===== src/hw/rtl/assert_macros.svh =====
// shared assertion macros
`ifndef ASSERT_MACROS_SVH
`define ASSERT_MACROS_SVH

// same-cycle implication
`define HCCG_ASSERT_IMP(name, clk, rst, ante, cons) \
   name: assert property (@(posedge clk) disable iff (rst) (ante) |-> (cons)) \
      else $error("same-cycle check failed");

// next-cycle implication
`define HCCG_ASSERT_NXT(name, clk, rst, ante, cons) \
   name: assert property (@(posedge clk) disable iff (rst) (ante) |=> (cons)) \
      else $error("next-cycle check failed");

`endif


===== src/hw/rtl/hccg_pkg.sv =====
`timescale 1ns / 1ps
`default_nettype none

package hccg_pkg;

   localparam int MUL_A_W = 28;
   localparam int MUL_B_W = 25;
   localparam int PROD_W  = MUL_A_W + MUL_B_W;

   typedef struct packed {
      logic               en;
      logic [MUL_A_W-1:0] a;
      logic [MUL_B_W-1:0] b;
   } mul_req_type;

   typedef struct packed {
      logic start;
      logic ack;
   } seq_ctl_type;

   typedef struct packed {
      logic idle;
      logic done;
   } seq_stat_type;

endpackage

`default_nettype wire


===== src/hw/rtl/hue_cycle_hsv_color_generator.sv =====
`timescale 1ns / 1ps
`default_nettype none

// Hue-cycling color generator. Each request carries an elapsed time (unsigned Q0.16
// seconds); the block advances its hue phase by hue_speed * elapsed_time modulo one
// turn and returns one result with the main color (phase, configured saturation and
// brightness) and the complementary color (phase plus half a turn, saturation x0.7,
// brightness x1.3, channels clamped at 255), both as 8-bit RGB. Every product goes
// through one shared registered multiplier in turn (phase advance, then per color one
// fraction product and two products for each of the four channel values), so the next
// request is taken only after the last result has moved on to the output register. A
// finished result waits in the output register, and a new request is accepted while
// it does. Registers at byte addresses 0x0 hue_speed (Q4.12 turns per second), 0x4
// saturation, 0x8 brightness; write only while no request is in flight.
module hue_cycle_hsv_color_generator (
   input  wire         clock,
   input  wire         reset,
   input  wire         req_tvalid,
   output logic        req_tready,
   input  wire  [15:0] req_tdata,      // elapsed_time
   output logic        rsp_tvalid,
   input  wire         rsp_tready,
   // main_red, main_green, main_blue, comp_red, comp_green, comp_blue
   output logic [47:0] rsp_tdata,
   input  wire         csr_psel,
   input  wire         csr_penable,
   input  wire         csr_pwrite,
   input  wire  [3:0]  csr_paddr,
   input  wire  [31:0] csr_pwdata,
   output logic [31:0] csr_prdata,
   output logic        csr_pready
);
   import hccg_pkg::*;

   localparam logic [1:0] REG_HUE_SPEED  = 2'd0;
   localparam logic [1:0] REG_SATURATION = 2'd1;
   localparam logic [1:0] REG_BRIGHTNESS = 2'd2;

   logic [15:0] hue_speed_ff, hue_speed_in;
   logic [7:0]  saturation_ff, saturation_in;
   logic [7:0]  brightness_ff, brightness_in;
   logic        rsp_valid_ff, rsp_valid_in;
   logic [47:0] rsp_data_ff, rsp_data_in;

   seq_ctl_type  ctl;
   seq_stat_type stat;
   mul_req_type  mul_req;
   logic [PROD_W-1:0] prod;
   logic [23:0] main_rgb;
   logic [23:0] comp_rgb;
   logic        csr_wr;
   logic [1:0]  csr_index;

   assign csr_index  = csr_paddr[3:2];
   assign csr_wr     = csr_psel & csr_penable & csr_pwrite;
   assign csr_pready = 1'b1;

   always_comb begin
      hue_speed_in  = hue_speed_ff;
      saturation_in = saturation_ff;
      brightness_in = brightness_ff;
      if (csr_wr) begin
         case (csr_index)
            REG_HUE_SPEED:  hue_speed_in  = csr_pwdata[15:0];
            REG_SATURATION: saturation_in = csr_pwdata[7:0];
            REG_BRIGHTNESS: brightness_in = csr_pwdata[7:0];
            default: hue_speed_in = hue_speed_ff;
         endcase
      end
   end

   always_comb begin
      case (csr_index)
         REG_HUE_SPEED:  csr_prdata = 32'(hue_speed_ff);
         REG_SATURATION: csr_prdata = 32'(saturation_ff);
         REG_BRIGHTNESS: csr_prdata = 32'(brightness_ff);
         default: csr_prdata = 32'h0000_0000;
      endcase
   end

   assign req_tready = stat.idle;
   assign ctl.start  = req_tvalid & stat.idle;
   assign ctl.ack    = stat.done & (~rsp_valid_ff | rsp_tready);

   always_comb begin
      rsp_valid_in = rsp_valid_ff;
      rsp_data_in  = rsp_data_ff;
      if (ctl.ack) begin
         rsp_valid_in = 1'b1;
         rsp_data_in  = {comp_rgb, main_rgb};
      end else if (rsp_tready) begin
         rsp_valid_in = 1'b0;
      end
   end

   always_ff @(posedge clock) begin
      if (reset) begin
         hue_speed_ff  <= 16'd4096;
         saturation_ff <= 8'd255;
         brightness_ff <= 8'd200;
         rsp_valid_ff  <= 1'b0;
      end else begin
         hue_speed_ff  <= hue_speed_in;
         saturation_ff <= saturation_in;
         brightness_ff <= brightness_in;
         rsp_valid_ff  <= rsp_valid_in;
      end
   end

   always_ff @(posedge clock) begin
      rsp_data_ff <= rsp_data_in;
   end

   assign rsp_tvalid = rsp_valid_ff;
   assign rsp_tdata  = rsp_data_ff;

   hccg_seq u_seq (
      .clock        (clock),
      .reset        (reset),
      .ctl          (ctl),
      .stat         (stat),
      .elapsed_time (req_tdata),
      .hue_speed    (hue_speed_ff),
      .saturation   (saturation_ff),
      .brightness   (brightness_ff),
      .mul_req      (mul_req),
      .prod         (prod),
      .main_rgb     (main_rgb),
      .comp_rgb     (comp_rgb)
   );

   hccg_mul u_mul (
      .clock   (clock),
      .mul_req (mul_req),
      .prod    (prod)
   );

endmodule

`default_nettype wire


===== src/hw/rtl/hccg_mul.sv =====
`timescale 1ns / 1ps
`default_nettype none

module hccg_mul (
   input  wire                          clock,
   input  wire hccg_pkg::mul_req_type   mul_req,
   output logic [hccg_pkg::PROD_W-1:0]  prod
);
   import hccg_pkg::*;

   logic [PROD_W-1:0] prod_ff;
   logic [PROD_W-1:0] prod_in;

   assign prod_in = PROD_W'(mul_req.a) * PROD_W'(mul_req.b);

   always_ff @(posedge clock) begin
      if (mul_req.en) begin
         prod_ff <= prod_in;
      end
   end

   assign prod = prod_ff;

endmodule

`default_nettype wire


===== src/hw/rtl/hccg_seq.sv =====
`timescale 1ns / 1ps
`default_nettype none
`include "assert_macros.svh"

module hccg_seq (
   input  wire                          clock,
   input  wire                          reset,
   input  wire hccg_pkg::seq_ctl_type   ctl,
   output hccg_pkg::seq_stat_type       stat,
   input  wire  [15:0]                  elapsed_time,
   input  wire  [15:0]                  hue_speed,
   input  wire  [7:0]                   saturation,
   input  wire  [7:0]                   brightness,
   output hccg_pkg::mul_req_type        mul_req,
   input  wire  [hccg_pkg::PROD_W-1:0]  prod,
   output logic [23:0]                  main_rgb,
   output logic [23:0]                  comp_rgb
);
   import hccg_pkg::*;

   localparam logic [3:0] ST_IDLE  = 4'd0;
   localparam logic [3:0] ST_ADV   = 4'd1;
   localparam logic [3:0] ST_PHASE = 4'd2;
   localparam logic [3:0] ST_FRAC  = 4'd3;
   localparam logic [3:0] ST_FS    = 4'd4;
   localparam logic [3:0] ST_FSL   = 4'd5;
   localparam logic [3:0] ST_XSEL  = 4'd6;
   localparam logic [3:0] ST_MV    = 4'd7;
   localparam logic [3:0] ST_MD    = 4'd8;
   localparam logic [3:0] ST_QUO   = 4'd9;
   localparam logic [3:0] ST_MAP   = 4'd10;
   localparam logic [3:0] ST_DONE  = 4'd11;

   localparam logic [1:0] CH_V = 2'd0;
   localparam logic [1:0] CH_P = 2'd1;
   localparam logic [1:0] CH_Q = 2'd2;
   localparam logic [1:0] CH_T = 2'd3;

   localparam logic [27:0] BASE_MAIN  = 28'd16711680;
   localparam logic [27:0] BASE_COMP  = 28'd167116800;
   localparam logic [24:0] RECIP_MAIN = 25'd65794;
   localparam logic [24:0] RECIP_COMP = 25'd21559052;

   logic [3:0]  state_ff, state_in;
   logic        color_ff, color_in;
   logic [1:0]  chan_ff, chan_in;
   logic [15:0] dt_ff, dt_in;
   logic [15:0] phase_ff, phase_in;
   logic [2:0]  sector_ff, sector_in;
   logic [15:0] f_ff, f_in;
   logic [26:0] fs_ff, fs_in;
   logic [27:0] x_ff, x_in;
   logic [7:0]  val_ff [4];
   logic [7:0]  val_in [4];
   logic [23:0] main_rgb_ff, main_rgb_in;
   logic [23:0] comp_rgb_ff, comp_rgb_in;

   logic [11:0] vn;
   logic [10:0] sn;
   logic [27:0] base;
   logic [24:0] recip;
   logic [15:0] hp;
   logic [18:0] h6;
   logic [27:0] sn_hi;
   logic [9:0]  qraw;
   logic [7:0]  qsat;
   logic [23:0] rgb_sel;

   assign vn    = color_ff ? (12'({brightness, 3'b000}) + 12'({brightness, 2'b00})
                              + 12'(brightness))
                           : 12'(brightness);
   assign sn    = color_ff ? (11'({saturation, 3'b000}) - 11'(saturation))
                           : 11'(saturation);
   assign base  = color_ff ? BASE_COMP : BASE_MAIN;
   assign recip = color_ff ? RECIP_COMP : RECIP_MAIN;
   assign hp    = color_ff ? (phase_ff + 16'h8000) : phase_ff;
   assign h6    = 19'({hp, 2'b00}) + 19'({hp, 1'b0});
   assign sn_hi = 28'({sn, 16'h0000});
   assign qraw  = color_ff ? prod[48:39] : 10'(prod[32:24]);
   assign qsat  = (qraw > 10'd255) ? 8'hFF : qraw[7:0];

   // six-sector channel selection, result packed blue:green:red
   always_comb begin
      case (sector_ff)
         3'd0: rgb_sel = {val_ff[CH_P], val_ff[CH_T], val_ff[CH_V]};
         3'd1: rgb_sel = {val_ff[CH_P], val_ff[CH_V], val_ff[CH_Q]};
         3'd2: rgb_sel = {val_ff[CH_T], val_ff[CH_V], val_ff[CH_P]};
         3'd3: rgb_sel = {val_ff[CH_V], val_ff[CH_Q], val_ff[CH_P]};
         3'd4: rgb_sel = {val_ff[CH_V], val_ff[CH_P], val_ff[CH_T]};
         default: rgb_sel = {val_ff[CH_Q], val_ff[CH_P], val_ff[CH_V]};
      endcase
   end

   // operand selection for the shared multiplier
   always_comb begin
      mul_req = '0;
      case (state_ff)
         ST_ADV: begin
            mul_req.en = 1'b1;
            mul_req.a  = MUL_A_W'(hue_speed);
            mul_req.b  = MUL_B_W'(dt_ff);
         end
         ST_FS: begin
            mul_req.en = 1'b1;
            mul_req.a  = MUL_A_W'(f_ff);
            mul_req.b  = MUL_B_W'(sn);
         end
         ST_MV: begin
            mul_req.en = 1'b1;
            mul_req.a  = x_ff;
            mul_req.b  = MUL_B_W'(vn);
         end
         ST_MD: begin
            mul_req.en = 1'b1;
            mul_req.a  = MUL_A_W'(prod[39:16]);
            mul_req.b  = recip;
         end
         default: mul_req = '0;
      endcase
   end

   always_comb begin
      state_in    = state_ff;
      color_in    = color_ff;
      chan_in     = chan_ff;
      dt_in       = dt_ff;
      phase_in    = phase_ff;
      sector_in   = sector_ff;
      f_in        = f_ff;
      fs_in       = fs_ff;
      x_in        = x_ff;
      val_in      = val_ff;
      main_rgb_in = main_rgb_ff;
      comp_rgb_in = comp_rgb_ff;
      case (state_ff)
         ST_IDLE: begin
            if (ctl.start) begin
               dt_in    = elapsed_time;
               state_in = ST_ADV;
            end
         end
         ST_ADV: begin
            state_in = ST_PHASE;
         end
         ST_PHASE: begin
            phase_in = phase_ff + prod[27:12];
            color_in = 1'b0;
            state_in = ST_FRAC;
         end
         ST_FRAC: begin
            sector_in = h6[18:16];
            f_in      = h6[15:0];
            chan_in   = CH_V;
            state_in  = ST_FS;
         end
         ST_FS: begin
            state_in = ST_FSL;
         end
         ST_FSL: begin
            fs_in    = prod[26:0];
            state_in = ST_XSEL;
         end
         ST_XSEL: begin
            case (chan_ff)
               CH_V: x_in = base;
               CH_P: x_in = base - sn_hi;
               CH_Q: x_in = base - 28'(fs_ff);
               CH_T: x_in = base - sn_hi + 28'(fs_ff);
               default: x_in = base;
            endcase
            state_in = ST_MV;
         end
         ST_MV: begin
            state_in = ST_MD;
         end
         ST_MD: begin
            state_in = ST_QUO;
         end
         ST_QUO: begin
            val_in[chan_ff] = qsat;
            if (chan_ff == CH_T) begin
               state_in = ST_MAP;
            end else begin
               chan_in  = chan_ff + 2'd1;
               state_in = ST_XSEL;
            end
         end
         ST_MAP: begin
            if (color_ff) begin
               comp_rgb_in = rgb_sel;
               state_in    = ST_DONE;
            end else begin
               main_rgb_in = rgb_sel;
               color_in    = 1'b1;
               state_in    = ST_FRAC;
            end
         end
         ST_DONE: begin
            if (ctl.ack) begin
               state_in = ST_IDLE;
            end
         end
         default: state_in = ST_IDLE;
      endcase
   end

   always_ff @(posedge clock) begin
      if (reset) begin
         state_ff <= ST_IDLE;
         color_ff <= 1'b0;
         chan_ff  <= CH_V;
         phase_ff <= 16'h0000;
      end else begin
         state_ff <= state_in;
         color_ff <= color_in;
         chan_ff  <= chan_in;
         phase_ff <= phase_in;
      end
   end

   always_ff @(posedge clock) begin
      dt_ff       <= dt_in;
      sector_ff   <= sector_in;
      f_ff        <= f_in;
      fs_ff       <= fs_in;
      x_ff        <= x_in;
      val_ff      <= val_in;
      main_rgb_ff <= main_rgb_in;
      comp_rgb_ff <= comp_rgb_in;
   end

   assign stat.idle = (state_ff == ST_IDLE);
   assign stat.done = (state_ff == ST_DONE);
   assign main_rgb  = main_rgb_ff;
   assign comp_rgb  = comp_rgb_ff;

   `HCCG_ASSERT_IMP(a_mul_issue_state, clock, reset, mul_req.en,
      (state_ff == ST_ADV) || (state_ff == ST_FS) || (state_ff == ST_MV) || (state_ff == ST_MD))
   `HCCG_ASSERT_NXT(a_mv_then_md, clock, reset, state_ff == ST_MV, state_ff == ST_MD)
   `HCCG_ASSERT_IMP(a_frac_after_map_or_phase, clock, reset, state_ff == ST_FRAC,
      (chan_ff == CH_V) || (chan_ff == CH_T))
   `HCCG_ASSERT_NXT(a_done_holds, clock, reset, (state_ff == ST_DONE) && !ctl.ack,
      (state_ff == ST_DONE) && $stable(main_rgb_ff) && $stable(comp_rgb_ff))
   `HCCG_ASSERT_NXT(a_phase_only_updates, clock, reset, state_ff != ST_PHASE,
      $stable(phase_ff))

endmodule

`default_nettype wire


===== config.mk =====
export PLATFORM = sky130hd
export DESIGN_NAME = hue_cycle_hsv_color_generator
export DESIGN_NICKNAME = d
export VERILOG_FILES = /design/src/hw/rtl/hccg_pkg.sv /design/src/hw/rtl/hue_cycle_hsv_color_generator.sv /design/src/hw/rtl/hccg_mul.sv /design/src/hw/rtl/hccg_seq.sv
export VERILOG_INCLUDE_DIRS = /design/src /design/src/hw/rtl
export SDC_FILE = /design/constraint.sdc
export NUM_CORES = 2
export LEC_CHECK = 0
export BUFFER_PORTS_ARGS = -buffer_cell sky130_fd_sc_hd__buf_2
export CORE_UTILIZATION = 39
export CTS_CLUSTER_SIZE = 28
export DETAILED_ROUTE_END_ITERATION = 12
export PLACE_DENSITY_LB_ADDON = 0.12
export SLEW_MARGIN = 20
export SYNTH_ARGS = -nofsm -noshare
export SYNTH_HDL_FRONTEND = slang
export SYNTH_SLANG_ARGS = --single-unit

===== constraint.sdc =====
create_clock -name clock -period 9.3 [get_ports clock]
set_clock_uncertainty 0.05 [all_clocks]
set_input_delay 0.93 -clock clock [delete_from_list [all_inputs] [get_ports clock]]
set_output_delay 0.93 -clock clock [all_outputs]
set_load 0.1 [all_outputs]

* Yosys cells after proc, flatten, opt, wreduce, memory -nomap -nowiden
Index checks and enable logic that the tools add are counted.
** Operators by class
- Add/subtract/negate cells :: 10
- $mul :: 1
- Magnitude comparators :: 3
- Equal/unequal tests :: 23
- Multiplexer cells :: 24
- Bitwise logic cells :: 8
- Reduce and logical (&&, ||, !) cells :: 16
** Operators by type and width (count)
- $pmux W54 S4 :: 1
- $pmux W24 S5 :: 1
- $pmux W28 S4 :: 1
- $sub A28 B27 Y28 :: 2
- $mul A28 B25 Y49 :: 1
- $pmux W16 S3 :: 1
- $pmux W4 S12 :: 1
- $bwmux W32 :: 1
- $add A28 B27 Y28 :: 1
- $mux W28 :: 1
- $mux W25 :: 1
- $add A18 B17 Y19 :: 1
- $add A16 B16 Y16 :: 1
- $add A16 B16 Y16 const B :: 1
- $demux W8 S2 :: 1
- $eq A4 B3 Y1 const B :: 4
- $eq A4 B4 Y1 const B :: 4
- $mux W16 :: 1
- $mux W4 :: 4
- $mux W8 :: 2
- $reduce_and A2 Y1 :: 8
- $add A11 B10 Y12 :: 1
- $add A12 B8 Y12 :: 1
- $mux W12 :: 1
- 29 further kinds :: 43
** Word-level totals
- Flip-flop bits (word level) :: 323
- Bits of input ports :: 59
- Output and inout port bits :: 83
- Logic and storage cells :: 106

* Logic depth before layout (Yosys ltp)
- Depth after elaboration :: 6
- Gate-level depth with buffers :: 37
- Mapped depth without buffers :: 36

* Hierarchy
Synthesis repeated with hierarchy kept, for this count alone.
** Unflattened totals
- Cell total of the unflattened synthesis :: 4135
- Area, all modules :: 39933.3 µm²
** Modules (own cells, without submodules)
- hccg_mul :: instances 1, cells an instance 2683, area each 24584.8 µm², seq. area each 1591.5 µm²
- hccg_seq :: instances 1, cells an instance 1206, area each 12136.6 µm², seq. area each 5535.3 µm²
- hue_cycle_hsv_color_generator :: instances 1, cells an instance 246, area each 3211.8 µm², seq. area each 2102.0 µm²

* Worst setup path before layout
Ideal clock, no wire load.
- Kind :: register -> register
- From :: reg brightness_ff[3]
- To :: reg u_mul.prod_ff[41] (netlist: u_mul.prod[41]), data pin
- Library setup time :: 0.259 ns
- Arrival time :: 8.603 ns
- Data required time :: 8.991 ns
- Path slack :: 0.388 ns
- Cell stages (with the launch flop) :: 34
- Path buffers :: 1
- Clock period less this slack :: 8.912 ns
- Cell sequence :: dfxtp_1 -> fa_1 -> ha_1 -> fa_1 -> a21oi_1 -> nor2_1 -> nor2_1 -> o21bai_1 -> a21oi_1 -> xnor2_1 -> o221ai_1 -> clkbuf_1 -> nand2_1 -> fa_1 -> inv_1 -> fa_1 -> inv_1 -> fa_1 -> fa_1 -> fa_1 -> inv_1 -> fa_1 -> inv_1 -> fa_1 -> inv_1 -> ha_1 -> nand4_1 -> or3b_1 -> o32a_1 -> a31oi_1 -> o21ai_1 -> o21ai_1 -> a41oi_1 -> xnor2_1
** On the way
- Cells in the longest elaborated chain, start to end :: 5
** Ends and longest elaborated chain
- start: declaration :: RTL line hue_cycle_hsv_color_generator.sv:41 : logic [7:0] brightness_ff, brightness_in;
- start signal: assignment :: RTL line hue_cycle_hsv_color_generator.sv:105 : brightness_ff <= brightness_in;
- $add A11 B10 Y12 :: RTL line hccg_seq.sv:69 : assign vn = color_ff ? (12'({brightness, 3'b000}) + 12'({brightness, 2'b00})
- $add A12 B8 Y12 :: RTL line hccg_seq.sv:70 : + 12'(brightness))
- $mux W12 (*) :: RTL line hccg_seq.sv:69
- $pmux W54 S4 (*) :: RTL line hccg_seq.sv:97 : case (state_ff)
- $mul A28 B25 Y49 (*) :: RTL line hccg_mul.sv:14 : assign prod_in = PROD_W'(mul_req.a) * PROD_W'(mul_req.b);
- net u_mul.prod_in[41] :: RTL line hccg_mul.sv:12 : logic [PROD_W-1:0] prod_in;
- end signal: assignment :: RTL line hccg_mul.sv:18 : prod_ff <= prod_in;
- end: declaration :: RTL line hccg_mul.sv:11 : logic [PROD_W-1:0] prod_ff;
Mark *: on every way through the listed nets, which the timed path passes. The rest lies on a longest branch.
A chain may end at the register's enable or synchronous reset.

* Final worst setup path
- From :: reg brightness_ff[2]
- To :: reg u_mul.prod_ff[46] (netlist: u_mul.prod[46]), data pin
Same word-level chain as after synthesis.

==> run metrics <==
port bufs=106; Hold Crit Endpoint=rsp_tdata[44]; final setup fails=0; Comb pwr share=0.189; synth top area cells=fa_1, edfxtp_1, ha_1; antenna viol nets, final=0; Yosys Warn Count=0; final non-filler cell total=5085; clock sink count=322; Synth Instances=3658; register bit total from synthesis=322; Max Root-Sink Buffers=3; post-placement worst setup slack=-38.1 ps; Crit path top cell by count=fa_1; total core area=88400 sq um; crit-path max FO=21; vias in the first global route=25795; post-synth cell types=79; leakage=18.4 nW; Most used DFF post-synth=edfxtp_1; Reg area=9110 sq um; Die H=301 um; initial antenna violation count=2; # Max-Cap Violations=0; Worst Hold Depth=0; Initial Util=0.393; Fill cells=8748; total power=0.00380 W; CTS tree=yes; 1st-pass router iterations=5; Fin. Hold Viols=0; H-tree depth=2; Rows=109; Layout area overhead=13.6%; Net count, final=4699; Final TNS setup=0 ps; GRT Overall Usage=0.236; Initial DRC Count=1992; residual DRC count=0; Pint=0.00268 W; Via Count=25710; Power Density=96.2 nW/um^2; Req. time, crit path=9550 ps; worst-margin pin slew=1080 ps; status=completed; HP Class=reg -> reg; fraction of registers with async set/reset=0; R2R setup slack=330 ps; CTS Buf Count=36; Setup Crit Path Kind=reg -> reg; crit start category=flip-flop; Top Ports=142; GR Overflow Total=0; Multi-input gate area=22500 sq um; via density per instance=5.06; Clock Latency Late Sink=560 ps; die area=90300 sq um; commonest cells in the netlist=inv_1, nand2_1, fa_1; Slew Viols, Final=0; Peak supply drop=0.169 mV; post-synth top area share=0.267; post-layout worst setup margin=330 ps; CP arrival=9220 ps; final wirelength=105000 um; Post-synth EDFFs=266; # diodes=0; Worst R2R Path Depth=34; Highest Clock Rate=111 MHz; most common cell in the synthesized netlist=inv_1; Sw Share=0.294; Finished Core Util=0.447; worst flop-to-flop path startpoint=brightness_ff[2]; first-pass GRT wire length=160000 um; dpl cells=5017; period utilization=0.965; Final Critical Period=8970 ps; post-DP HPWL=85700 um; Critical-path top delay cell=fa_1; relative slew slack=0.283; register area share after synthesis=0.262; capture point of the worst reg-to-reg path=u_mul.prod[46]; Flop pwr share=0.437; cell taking the most area after synthesis=fa_1; crit end category=flip-flop; routability cong.=0.899; clock network fraction of total power=0.374; Hold Path Origin=u_seq.comp_rgb[20]; syn avg cell area=9.50 sq um; root buffer cell=clkbuf_16; Hold Buf Count CTS=0; NetSw=0.00111 W; clock-pin slew on the worst setup and hold paths=60 ps; largest net degree at the start of global routing=59; share of post-route cells with drive strength above 1=0.113; Routed WL per cell=20.6 um; Worst path max stage delay=560 ps; Post-Syn Area=34800 sq um; Die X=301 um
cells in the final DEF (no fill, tap or decap), types with 44 or more instances in the layout:
master,n
inv_1,782
a21oi_1,162
nand2_1,496
fa_1,462
buf_2,106
ha_1,276
and2_1,62
edfxtp_1,266
a22oi_1,60
nor2_1,219
xnor2_1,77
buf_4,186
o21ai_0,57
a21o_1,44
dfxtp_1,53
routing by layer:
metal,track usage,routed length [um]
met5,0,0
met4,0.0530,2400
met3,0.0213,4690
met2,0.390,49200
met1,0.334,48500
cell type report:
type	instances	area share
Sequential cell	322	0.231
Inverter	782	0.0744
Clock inverter	18	0.00491
Clock buffer	46	0.0243
Timing Repair Buffer	311	0.0584
Multi-Input combinational cell	2441	0.570
Tap cell	1165	0.0369
worst max-delay path by stage:
stage	from	end	cells past startpoint
3_3_place_gp	brightness_ff[1]	u_mul.prod[47]	36
5_1_grt	brightness_ff[2]	u_mul.prod[46]	34
6_report	brightness_ff[2]	u_mul.prod[46]	34
4_1_cts	brightness_ff[3]	u_mul.prod[28]	36
2_1_floorplan	brightness_ff[3]	u_mul.prod[41]	33
3_5_place_dp	brightness_ff[1]	u_mul.prod[35]	36
registers in the layout (all words and copies together) (netlist names), 8 cells and up:
register,cells
u_mul.prod,49
u_seq.val_ff,32
u_seq.fs_ff,27
u_seq.dt_ff,16
u_seq.comp_rgb,24
hue_speed_ff,16
brightness_ff,8
u_seq.f_ff,15
u_seq.main_rgb,24
saturation_ff,8
rsp_tdata,48
u_seq.x_ff,28
u_seq.phase_ff,16
cell families (layout without fill, tap and decap cells):
family	Yosys count	after routing	synth area share
and+or+nand+nor	965	965	0.122
buffers and inverters	936	1157	0.103
adders and majority gates	746	746	0.369
AOI/OAI and AO/OA	516	516	0.0986
DFF	322	322	0.262
xor gates and xnor gates	120	120	0.0302
muxes	51	51	0.0150
other	2	43	0.000216
critical path: cells and delay by family, from the launching register on:
kind / cells / cell delay (ps)
simple gates: 3 / 450
compound gates: 12 / 2210
flops: 1 / 400
xor+xnor: 2 / 210
buf+inv: 7 / 700
fa+ha+maj: 10 / 4650
through the flow:
step | hold WS (ps) | area [sq um]
final | 357 | 39500
after global routing | 363 | 39500
after CTS | 350 | 39200
after global placement | 351 | 38100
after detailed placement | 355 | 38100
after floorplan | 350 | 34900
what timing repair did:
action                                 4_1_cts  5_1_grt
resized for setup                            1       40
setup endpoints to repair                    3       25
pin swaps                                    1       12
endpoints found under the hold margin        0        0
gates cloned                                 0        1
buffers inserted                             0        3
power groups by stage:
stage / logic [W] / clock network, W / registers, W
2_1_floorplan: 0.000475 / 0 / 0.00167
3_3_place_gp: 0.000697 / 0 / 0.00169
3_5_place_dp: 0.000700 / 0 / 0.00169
4_1_cts: 0.000705 / 0.00145 / 0.00166
5_1_grt: 0.000790 / 0.00150 / 0.00166
6_report: 0.000716 / 0.00142 / 0.00166
(Power assumes the default switching activity.)
